==> config.mk <==
export PLATFORM = sky130hd
export DESIGN_NAME = variable_partition_fit_allocator_unit
export DESIGN_NICKNAME = d
export VERILOG_FILES = /design/src/rtl/vpfa_pkg.sv /design/src/rtl/vpfa_table.sv /design/src/rtl/vpfa_scan_unit.sv /design/src/rtl/variable_partition_fit_allocator_unit.sv
export SDC_FILE = /design/constraint.sdc
export NUM_CORES = 1
export LEC_CHECK = 0
export BUFFER_PORTS_ARGS = -buffer_cell sky130_fd_sc_hd__buf_2
export CORE_MARGIN = 2
export CORE_UTILIZATION = 60
export DETAILED_ROUTE_END_ITERATION = 12
export HOLD_SLACK_MARGIN = 0.1
export PLACE_DENSITY = 0.85
export REMOVE_ABC_BUFFERS = 1
export SLEW_MARGIN = 0
export SYNTH_ARGS = -nofsm -noshare
export SYNTH_HDL_FRONTEND = slang
export SYNTH_SLANG_ARGS = --single-unit
==> constraint.sdc <==
create_clock -name aclk -period 9.28 [get_ports aclk]
set_input_delay 1.392 -clock aclk [delete_from_list [all_inputs] [get_ports aclk]]
set_output_delay 1.392 -clock aclk [all_outputs]
set_load 0.02 [all_outputs]
==> src/rtl/vpfa_pkg.sv <==
// Shared types, codes and stream field widths for the fit allocator.
// No dependencies; the scan unit, top level, checker and bench import this package.
package vpfa_pkg;

    localparam int MAX_BLOCKS_DEF = 64;
    localparam int SIZE_BITS_DEF  = 16;

    // Stream field widths, fixed by the interface.
    localparam int IN_SIZE_W   = 16;
    localparam int FIT_MODE_W  = 2;
    localparam int OUT_IDX_W   = 6;
    localparam int OUT_CNT_W   = 7;
    localparam int S_TDATA_W   = 24;
    localparam int S_TUSER_W   = 1;
    localparam int M_TDATA_W   = 16;
    localparam int M_TUSER_W   = 2;

    typedef enum logic [1:0] {
        ST_DONE  = 2'd0,
        ST_NOFIT = 2'd1,
        ST_FULL  = 2'd2
    } status_t;

    typedef enum logic [FIT_MODE_W-1:0] {
        FIT_FIRST = 2'd0,
        FIT_BEST  = 2'd1,
        FIT_WORST = 2'd2,
        FIT_NEXT  = 2'd3
    } fit_mode_t;

    typedef enum logic {
        OP_APPEND = 1'b0,
        OP_ALLOC  = 1'b1
    } opcode_t;

    // Control from the sequencer to the compare unit.
    typedef struct packed {
        logic clear;
        logic sample;
    } scan_ctl_t;

endpackage

==> src/rtl/vpfa_table.sv <==
// Block table storage: one write port, one read port with registered data.
// Depends on nothing; contents are undefined until written.
module vpfa_table #(
    parameter int DEPTH  = 64,
    parameter int DATA_W = 17
) (
    input  logic                     aclk,
    input  logic                     wr_en,
    input  logic [$clog2(DEPTH)-1:0] wr_addr,
    input  logic [DATA_W-1:0]        wr_data,
    input  logic                     rd_en,
    input  logic [$clog2(DEPTH)-1:0] rd_addr,
    output logic [DATA_W-1:0]        rd_data
);

    logic [DATA_W-1:0] mem [DEPTH];
    logic [DATA_W-1:0] rd_data_reg;

    always_ff @(posedge aclk) begin
        if (wr_en) begin
            mem[wr_addr] <= wr_data;
        end
        if (rd_en) begin
            rd_data_reg <= mem[rd_addr];
        end
    end

    assign rd_data = rd_data_reg;

endmodule

==> src/rtl/vpfa_scan_unit.sv <==
// Shared compare unit: checks one table entry per sample against the request
// and keeps the best candidate for the active policy. Uses vpfa_pkg.
module vpfa_scan_unit #(
    parameter int IDX_W     = 6,
    parameter int SIZE_BITS = 16
) (
    input  logic                  aclk,
    input  logic                  aresetn,
    input  vpfa_pkg::scan_ctl_t   ctl,
    input  vpfa_pkg::fit_mode_t   mode,
    input  logic [SIZE_BITS-1:0]  req,
    input  logic                  ent_taken,
    input  logic [SIZE_BITS-1:0]  ent_size,
    input  logic [IDX_W-1:0]      ent_idx,
    output logic                  found,
    output logic [IDX_W-1:0]      best_idx,
    output logic [SIZE_BITS-1:0]  best_size
);
    import vpfa_pkg::*;

    logic                 found_reg;
    logic [IDX_W-1:0]     best_idx_reg;
    logic [SIZE_BITS-1:0] best_size_reg;
    logic                 fits;
    logic                 better;

    assign fits   = !ent_taken && (ent_size >= req);
    // ties keep the earlier candidate, so only strict compares replace
    assign better = !found_reg
                 || ((mode == FIT_BEST)  && (ent_size < best_size_reg))
                 || ((mode == FIT_WORST) && (ent_size > best_size_reg));

    always_ff @(posedge aclk) begin
        if (!aresetn) begin
            found_reg <= 1'b0;
        end else if (ctl.clear) begin
            found_reg <= 1'b0;
        end else if (ctl.sample && fits && better) begin
            found_reg <= 1'b1;
        end
    end

    always_ff @(posedge aclk) begin
        if (!ctl.clear && ctl.sample && fits && better) begin
            best_idx_reg  <= ent_idx;
            best_size_reg <= ent_size;
        end
    end

    assign found     = found_reg;
    assign best_idx  = best_idx_reg;
    assign best_size = best_size_reg;

endmodule

==> src/rtl/variable_partition_fit_allocator_unit.sv <==
// Channel  | Dir | Handshake          | Payload
// s_       | in  | s_tvalid/s_tready  | tdata: block_size, block_used; tuser: opcode
// m_       | out | m_tvalid/m_tready  | tdata: entry_index, entry_count; tuser: status
// cfg_     | in  | cfg_valid/cfg_ready| cfg_data: fit_mode
// Append: one table write, then the result goes into the output register. Allocate:
// the table is scanned through the read port and a decision is taken, then on a split
// the entries above the pick shift up when entries move, then one write on an exact fit
// or two on a split, and the result goes into the output register.
// The single table port pair serializes these steps. Reset is synchronous, active low;
// the table needs no clearing pass. s_tready is low while an item is in work; a
// waiting result stalls only the final step, the next item is taken meanwhile.
module variable_partition_fit_allocator_unit #(
    parameter int MAX_BLOCKS = vpfa_pkg::MAX_BLOCKS_DEF,
    parameter int SIZE_BITS  = vpfa_pkg::SIZE_BITS_DEF
) (
    input  logic                            aclk,
    input  logic                            aresetn,
    input  logic                            s_tvalid,
    output logic                            s_tready,
    input  logic [vpfa_pkg::S_TDATA_W-1:0]  s_tdata,   // [15:0] block_size, [16] block_used
    input  logic [vpfa_pkg::S_TUSER_W-1:0]  s_tuser,   // [0] opcode
    output logic                            m_tvalid,
    input  logic                            m_tready,
    output logic [vpfa_pkg::M_TDATA_W-1:0]  m_tdata,   // [5:0] entry_index, [12:6] entry_count
    output logic [vpfa_pkg::M_TUSER_W-1:0]  m_tuser,   // [1:0] status
    input  logic                            cfg_valid,
    output logic                            cfg_ready,
    input  logic [vpfa_pkg::FIT_MODE_W-1:0] cfg_data   // [1:0] fit_mode
);
    import vpfa_pkg::*;

    localparam int IDX_W   = $clog2(MAX_BLOCKS);
    localparam int CNT_W   = $clog2(MAX_BLOCKS + 1);
    localparam int ENTRY_W = SIZE_BITS + 1;
    localparam logic [CNT_W-1:0] CNT_MAX = CNT_W'(MAX_BLOCKS);

    typedef enum logic [3:0] {
        S_IDLE, S_APPEND, S_SCAN, S_SCAN_TAIL, S_DECIDE,
        S_SHIFT, S_SHIFT_TAIL, S_WR_REM, S_WR_PICK, S_REPLY
    } state_t;

    state_t                 state_reg;
    fit_mode_t              mode_reg;
    logic [CNT_W-1:0]       total_reg;
    logic [CNT_W-1:0]       cnt_reg;
    logic [IDX_W-1:0]       last_pick_reg;
    logic                   last_valid_reg;
    logic [SIZE_BITS-1:0]   req_reg;
    logic                   used_reg;
    logic [IDX_W-1:0]       pos_reg;
    logic                   rd_valid_reg;
    logic [IDX_W-1:0]       rd_idx_reg;
    status_t                status_reg;
    logic [IDX_W-1:0]       res_idx_reg;
    logic                   m_tvalid_reg;
    logic [M_TDATA_W-1:0]   m_tdata_reg;
    logic [M_TUSER_W-1:0]   m_tuser_reg;

    logic [IDX_W-1:0]       total_idx;
    logic [IDX_W-1:0]       last_idx;
    logic [IDX_W-1:0]       start_pos;
    logic [IDX_W-1:0]       pos_wrap;
    logic [IDX_W-1:0]       pick_up;
    logic [SIZE_BITS-1:0]   req_in;
    logic                   in_xfer;

    logic                   wr_en;
    logic [IDX_W-1:0]       wr_addr;
    logic [ENTRY_W-1:0]     wr_data;
    logic                   rd_en;
    logic [IDX_W-1:0]       rd_addr;
    logic [ENTRY_W-1:0]     rd_data;

    scan_ctl_t              scan_ctl;
    logic                   found;
    logic [IDX_W-1:0]       best_idx;
    logic [SIZE_BITS-1:0]   best_size;

    logic [OUT_IDX_W-1:0]   idx_field;
    logic [OUT_CNT_W-1:0]   cnt_field;
    logic [M_TDATA_W-1:0]   m_tdata_next;

    assign s_tready  = (state_reg == S_IDLE);
    assign cfg_ready = 1'b1;
    assign in_xfer   = s_tvalid && s_tready;
    assign req_in    = SIZE_BITS'(s_tdata[IN_SIZE_W-1:0]);

    assign total_idx = total_reg[IDX_W-1:0];
    assign last_idx  = IDX_W'(total_reg - 1'b1);
    assign pick_up   = best_idx + 1'b1;

    // next fit resumes just after its last choice, wrapping at the table end
    always_comb begin
        start_pos = '0;
        if (mode_reg == FIT_NEXT && last_valid_reg && total_reg != '0
            && (CNT_W'(last_pick_reg) + CNT_W'(1)) != total_reg) begin
            start_pos = last_pick_reg + 1'b1;
        end
    end

    assign pos_wrap = ((CNT_W'(pos_reg) + CNT_W'(1)) == total_reg) ? '0 : pos_reg + 1'b1;

    // table port steering
    always_comb begin
        wr_en   = 1'b0;
        wr_addr = rd_idx_reg + 1'b1;
        wr_data = rd_data;
        rd_en   = 1'b0;
        rd_addr = pos_reg;
        unique case (state_reg)
            S_APPEND: begin
                wr_en   = 1'b1;
                wr_addr = total_idx;
                wr_data = {used_reg, req_reg};
            end
            S_SCAN: begin
                rd_en = 1'b1;
            end
            S_SHIFT: begin
                rd_en = 1'b1;
                wr_en = rd_valid_reg;
            end
            S_SHIFT_TAIL: begin
                wr_en = 1'b1;
            end
            S_WR_REM: begin
                wr_en   = 1'b1;
                wr_addr = pick_up;
                wr_data = {1'b0, best_size - req_reg};
            end
            S_WR_PICK: begin
                wr_en   = 1'b1;
                wr_addr = best_idx;
                wr_data = {1'b1, req_reg};
            end
            default: begin
            end
        endcase
    end

    assign scan_ctl.clear  = in_xfer;
    assign scan_ctl.sample = rd_valid_reg
                          && (state_reg == S_SCAN || state_reg == S_SCAN_TAIL);

    vpfa_table #(
        .DEPTH  (MAX_BLOCKS),
        .DATA_W (ENTRY_W)
    ) u_table (
        .aclk    (aclk),
        .wr_en   (wr_en),
        .wr_addr (wr_addr),
        .wr_data (wr_data),
        .rd_en   (rd_en),
        .rd_addr (rd_addr),
        .rd_data (rd_data)
    );

    vpfa_scan_unit #(
        .IDX_W     (IDX_W),
        .SIZE_BITS (SIZE_BITS)
    ) u_scan (
        .aclk      (aclk),
        .aresetn   (aresetn),
        .ctl       (scan_ctl),
        .mode      (mode_reg),
        .req       (req_reg),
        .ent_taken (rd_data[ENTRY_W-1]),
        .ent_size  (rd_data[SIZE_BITS-1:0]),
        .ent_idx   (rd_idx_reg),
        .found     (found),
        .best_idx  (best_idx),
        .best_size (best_size)
    );

    assign idx_field    = (status_reg == ST_DONE) ? OUT_IDX_W'(res_idx_reg) : '0;
    assign cnt_field    = OUT_CNT_W'(total_reg);
    assign m_tdata_next = M_TDATA_W'({cnt_field, idx_field});

    always_ff @(posedge aclk) begin
        if (!aresetn) begin
            state_reg      <= S_IDLE;
            mode_reg       <= FIT_FIRST;
            total_reg      <= '0;
            last_valid_reg <= 1'b0;
            rd_valid_reg   <= 1'b0;
            m_tvalid_reg   <= 1'b0;
        end else begin
            if (cfg_valid) begin
                mode_reg <= fit_mode_t'(cfg_data);
            end
            // the reply step below reloads the output register itself
            if (m_tvalid_reg && m_tready && state_reg != S_REPLY) begin
                m_tvalid_reg <= 1'b0;
            end
            rd_valid_reg <= rd_en;
            rd_idx_reg   <= rd_addr;

            unique case (state_reg)
                S_IDLE: begin
                    if (in_xfer) begin
                        req_reg  <= req_in;
                        used_reg <= s_tdata[IN_SIZE_W];
                        cnt_reg  <= '0;
                        pos_reg  <= start_pos;
                        if (opcode_t'(s_tuser[0]) == OP_APPEND) begin
                            if (total_reg >= CNT_MAX) begin
                                status_reg <= ST_FULL;
                                state_reg  <= S_REPLY;
                            end else begin
                                state_reg <= S_APPEND;
                            end
                        end else begin
                            state_reg <= (total_reg == '0) ? S_DECIDE : S_SCAN;
                        end
                    end
                end
                S_APPEND: begin
                    total_reg   <= total_reg + 1'b1;
                    status_reg  <= ST_DONE;
                    res_idx_reg <= total_idx;
                    state_reg   <= S_REPLY;
                end
                S_SCAN: begin
                    cnt_reg <= cnt_reg + 1'b1;
                    pos_reg <= pos_wrap;
                    if (cnt_reg == total_reg - 1'b1) begin
                        state_reg <= S_SCAN_TAIL;
                    end
                end
                S_SCAN_TAIL: begin
                    state_reg <= S_DECIDE;
                end
                S_DECIDE: begin
                    priority if (!found) begin
                        status_reg <= ST_NOFIT;
                        state_reg  <= S_REPLY;
                    end else if (best_size > req_reg) begin
                        priority if (total_reg >= CNT_MAX) begin
                            status_reg <= ST_FULL;
                            state_reg  <= S_REPLY;
                        end else if ((CNT_W'(best_idx) + CNT_W'(1)) == total_reg) begin
                            state_reg <= S_WR_REM;
                        end else begin
                            pos_reg   <= last_idx;
                            state_reg <= S_SHIFT;
                        end
                    end else begin
                        state_reg <= S_WR_PICK;
                    end
                end
                S_SHIFT: begin
                    // move entries up from the table end down to just above the pick
                    pos_reg <= pos_reg - 1'b1;
                    if (pos_reg == pick_up) begin
                        state_reg <= S_SHIFT_TAIL;
                    end
                end
                S_SHIFT_TAIL: begin
                    state_reg <= S_WR_REM;
                end
                S_WR_REM: begin
                    total_reg <= total_reg + 1'b1;
                    state_reg <= S_WR_PICK;
                end
                S_WR_PICK: begin
                    if (mode_reg == FIT_NEXT) begin
                        last_pick_reg  <= best_idx;
                        last_valid_reg <= 1'b1;
                    end
                    status_reg  <= ST_DONE;
                    res_idx_reg <= best_idx;
                    state_reg   <= S_REPLY;
                end
                S_REPLY: begin
                    if (!m_tvalid_reg || m_tready) begin
                        m_tvalid_reg <= 1'b1;
                        m_tdata_reg  <= m_tdata_next;
                        m_tuser_reg  <= status_reg;
                        state_reg    <= S_IDLE;
                    end
                end
                default: begin
                    state_reg <= S_IDLE;
                end
            endcase
        end
    end

    assign m_tvalid = m_tvalid_reg;
    assign m_tdata  = m_tdata_reg;
    assign m_tuser  = m_tuser_reg;

endmodule

==> impl_metrics.prom <==
# TYPE chip_impl_metric gauge
chip_impl_info{name="outcome",value="complete, no violations"} 1
chip_impl_metric{name="std_cell_rows",unit=""} 104
chip_impl_metric{name="post_synth_num_cell_types",unit=""} 68
chip_impl_metric{name="worstMarginPinSlew",unit="ns"} 1.44
chip_impl_metric{name="cts_repair_resize_count",unit=""} 0
chip_impl_metric{name="htreeDepth",unit=""} 3
chip_impl_metric{name="global_route.usage.met3",unit="%"} 8.61
chip_impl_metric{name="setup.reg_to_reg.worst_slack",unit="ns"} 4.66
chip_impl_info{name="tritoncts_clock_tree",value="built"} 1
chip_impl_info{name="timing.setup.critical_path_class",value="reg -> reg"} 1
chip_impl_info{name="synth_top_area_cell",value="edfxtp_1"} 1
chip_impl_info{name="critPathSlowestCell",value="nor3_1"} 1
chip_impl_metric{name="worst-path-max-fanout",unit=""} 23
chip_impl_metric{name="max_clock_freq",unit="MHz"} 217
chip_impl_metric{name="final_routed_drc_violation_total",unit=""} 0
chip_impl_info{name="critical_path.reg2reg.startpoint",value="state_reg[0]"} 1
chip_impl_metric{name="final_layout_size_suffix_gt1_share",unit="%"} 26.1
chip_impl_info{name="layout_commonest_cell",value="edfxtp_1"} 1
chip_impl_metric{name="clock_latency",unit="ns"} 0.73
chip_impl_metric{name="grt_max_degree",unit=""} 161
chip_impl_info{name="crit_path_cell_trace",value="nor2b_1, and2_1, nor3_1, nor3_1, nand3_1, nor2_1, buf_4"} 1
chip_impl_metric{name="timing.max_cap.violations",unit=""} 0
chip_impl_metric{name="routedWlPerCell",unit="microns"} 36.4
chip_impl_metric{name="syn_inst",unit=""} 2355
chip_impl_info{name="most_common_flop_cell_mapped_by_yosys",value="edfxtp_1"} 1
chip_impl_metric{name="synthesized_area_divided_by_synthesized_cell_count",unit="sq um"} 20.8
chip_impl_metric{name="layoutNonFillerInstCount",unit=""} 3651
chip_impl_info{name="hold_start",value="last_valid_reg"} 1
chip_impl_metric{name="skew",unit="ns"} 0.0780
chip_impl_metric{name="clkSlewWorstSetupHoldPaths",unit="ns"} 0.06
chip_impl_metric{name="fin_tns_setup",unit="ns"} 0
chip_impl_metric{name="yosys.area_share.xor_xnor",unit="%"} 1.44
chip_impl_metric{name="synth_top_cell_area_share",unit="%"} 73.0
chip_impl_metric{name="antenna_violating_nets_post_route",unit=""} 0
chip_impl_metric{name="synth-adder-area-share",unit="%"} 1.47
chip_impl_metric{name="critical_path_required",unit="ns"} 9.65
chip_impl_metric{name="nNetsFinal",unit=""} 2583
chip_impl_metric{name="rr_worst_depth",unit=""} 7
chip_impl_metric{name="largest_register_ff_count",unit=""} 1088
chip_impl_metric{name="period_minus_slack",unit="ns"} 4.62
chip_impl_info{name="worst_setup_path_end_kind",value="flop"} 1
chip_impl_metric{name="total_power",unit="mW"} 17.7
chip_impl_info{name="layout.cells.most_common_list",value="1,192 x edfxtp_1, 357 x mux4_2, 115 x nor2_1, 115 x clkbuf_16, 93 x buf_4"} 1
chip_impl_metric{name="cts_setup_buffers",unit=""} 0
chip_impl_metric{name="synth_warnings",unit=""} 0
chip_impl_info{name="cp-start-kind",value="flop"} 1
chip_impl_metric{name="grt-ovfl-total",unit=""} 0
chip_impl_info{name="grt.busiest_layer",value="met2"} 1
chip_impl_metric{name="port_buffers",unit=""} 41
chip_impl_metric{name="finalWorstSetupSlack",unit="ns"} 4.66
chip_impl_metric{name="synth_compound_area_share",unit="%"} 2.36
chip_impl_info{name="hold-path-endpoint",value="last_valid_reg"} 1
chip_impl_metric{name="place_ws",unit="ns"} 5.07
chip_impl_metric{name="fin_area",unit="sq um"} 54500
chip_impl_metric{name="finalMaxSlewViolations",unit=""} 0
chip_impl_metric{name="met1_usage",unit="%"} 41.1
chip_impl_info{name="critical_path.most_common_cell",value="nor3_1"} 1
chip_impl_metric{name="yosys_register_bits",unit=""} 1209
chip_impl_metric{name="initial_core_util",unit="%"} 60.8
chip_impl_metric{name="finalSetupViolCount",unit=""} 0
chip_impl_metric{name="total_leakage_power",unit="nW"} 17.5
chip_impl_metric{name="number_of_cells_on_the_worst_hold_path",unit=""} 1
chip_impl_metric{name="final_hold_viol_count",unit=""} 0
chip_impl_metric{name="die_width",unit="microns"} 290
chip_impl_metric{name="hpwl",unit="mm"} 67.1
chip_impl_metric{name="fp.dieArea",unit="sq um"} 84000
chip_impl_metric{name="synth.yosys.seq_area_share",unit="%"} 73.7
chip_impl_metric{name="routed-via-count",unit=""} 25898
chip_impl_metric{name="placedInstanceArea",unit="sq um"} 50900
chip_impl_metric{name="critical_path.max_stage_delay",unit="ns"} 0.96
chip_impl_metric{name="use_met2",unit="%"} 52.2
chip_impl_metric{name="tritoncts.num_buffers",unit=""} 114
chip_impl_metric{name="async_reset_ff_share",unit="%"} 0
chip_impl_metric{name="flow.area_growth_from_synthesis",unit="%"} 11.2
chip_impl_metric{name="die_h",unit="microns"} 290
chip_impl_metric{name="synthesis.area",unit="sq um"} 49000
chip_impl_metric{name="post_cts_hold_buffer_count",unit=""} 0
chip_impl_metric{name="grt_pass1_vias",unit=""} 26252
chip_impl_metric{name="fp.coreArea",unit="sq um"} 80700
chip_impl_metric{name="drt_first_pass_iters",unit=""} 9
chip_impl_info{name="rsz_0062_raised_after_global_routing",value="false"} 1
chip_impl_metric{name="hold-worst-slack",unit="ns"} 0.480
chip_impl_info{name="clk_root_buffer_cell",value="clkbuf_16"} 1
chip_impl_metric{name="irDropWorstVdd",unit="V"} 0.000303
chip_impl_metric{name="num_io_pins",unit=""} 53
chip_impl_metric{name="grt_first_pass_wirelength",unit="mm"} 192
chip_impl_metric{name="synth_simple_gate_area_share",unit="%"} 3.01
chip_impl_metric{name="cellPowerDensity",unit="nW/um^2"} 324
chip_impl_metric{name="ctsLongestPathBuffers",unit=""} 3
chip_impl_metric{name="final_routed_wirelength_across_all_metal_layers",unit="mm"} 133
chip_impl_info{name="largest_family_of_logic_cells_by_synthesized_area",value="multiplexers"} 1
chip_impl_info{name="r2r-end",value="u_table.mem[32][8]"} 1
chip_impl_metric{name="drt_first_iter_violations",unit=""} 4089
chip_impl_metric{name="finalWeightedCongestion",unit=""} 0.904
chip_impl_metric{name="gr_usage_total",unit="%"} 32.4
chip_impl_metric{name="yosys-mux-area-fraction",unit="%"} 16.5
chip_impl_metric{name="fin_util",unit="%"} 67.6
chip_impl_info{name="synth_area_leaders",value="edfxtp_1 73%, mux4_2 16%, ha_1 1.4%, nor2_1 0.88%, xnor2_1 0.73%"} 1
chip_impl_metric{name="worst_slew_margin_rel",unit="%"} 3.81
chip_impl_metric{name="post_drt_via_cell_ratio",unit=""} 7.09
chip_impl_info{name="holdCritPathClass",value="reg -> reg"} 1
chip_impl_metric{name="clock_sink_count",unit=""} 1209
chip_impl_metric{name="initial_antenna_violation_count",unit=""} 8
chip_impl_metric{name="crit_arrival",unit="ns"} 4.99
chip_impl_metric{name="placed_cells_incl_taps",unit=""} 3438
chip_impl_metric{name="period_share",unit="%"} 49.8
chip_impl_metric{name="number_of_enable_type_register_cells_in_the_synthesized_netlist",unit=""} 1192
## logic make-up (layout without fill, tap and decap cells)
| logic type | after synthesis | count (layout) |
|---|---|---|
| AOI/OAI and AO/OA | 172 | 172 |
| xor gates and xnor gates | 79 | 79 |
| adders and majority gates | 57 | 57 |
| buffers and inverters | 162 | 395 |
| DFF | 1209 | 1209 |
| muxes | 362 | 362 |
| other | 2 | 5 |
| and+or+nand+nor | 312 | 312 |
## critical path: cells and delay by family (launching register included)
kind	cells	cell delay [ns]
flip-flops	1	0.80
AND/OR/NAND/NOR	6	3.09
buffers and inverters	1	0.39
## Yosys cell counts (3+ instances only)
library cell  instances
buf_2                13
and3_1                6
dfxtp_1              17
o21a_1                4
and2_1               19
o21ai_0              33
a222oi_1              4
or2_2                 3
xor2_1               37
nand3_1              29
buf_1                23
nor2b_1              16
mux4_2              357
o211ai_1              4
o22ai_1               4
o21ai_1               4
buf_6                 4
nor3b_1               4
and4_1                3
mux2i_1               4
nor3_1               21
xnor2_1              41
a41oi_1               4
a211o_1               3
a31oi_1               4
nor2_1              115
nand2b_1              7
buf_4                24
a21oi_1              36
inv_1                46
a2bb2oi_1             3
a21o_1               19
nand3b_1              4
a22oi_1              19
or3_1                 4
ha_1                 56
a211oi_1              4
nand2_1              65
o221ai_1              7
clkbuf_1             51
nand4_1               7
a221o_1               3
edfxtp_1           1192
## per-layer routing
metal	vias up	routed length, microns
met5	-	132
met4	16	8330
met3	482	15000
met2	2089	64900
met1	13274	44700
li1	10037	-
## cell type report
type                    count  area [sq um]
clock inverters            64           606
repair buffers            136           943
clock buffers             148          3020
multi-input cells         986         12300
inverters                  47           176
diodes                      1          2.50
fillers                  4710         26100
flip-flops and latches   1209         36100
well taps                1060          1330
## where the power goes
part           total (mW)  switching (mW)  internal [mW]
sequential           7.61           0.160           7.44
clock                4.62            2.09           2.53
combinational        5.43            3.58           1.85
## worst max path at each step
stage            startpoint                  end  slack, ns  cells after the start
2_1_floorplan    pos_reg[0]           pos_reg[0]      -3.61                      8
3_3_place_gp     pos_reg[0]   u_table.rd_data[8]       5.16                      5
3_5_place_dp     pos_reg[0]   u_table.rd_data[8]       5.07                      5
4_1_cts        state_reg[0]   u_table.mem[32][4]       4.97                      7
5_1_grt        state_reg[0]  u_table.mem[32][13]       4.48                      7
6_report       state_reg[0]   u_table.mem[32][8]       4.66                      7
(Power assumes the default switching activity.)
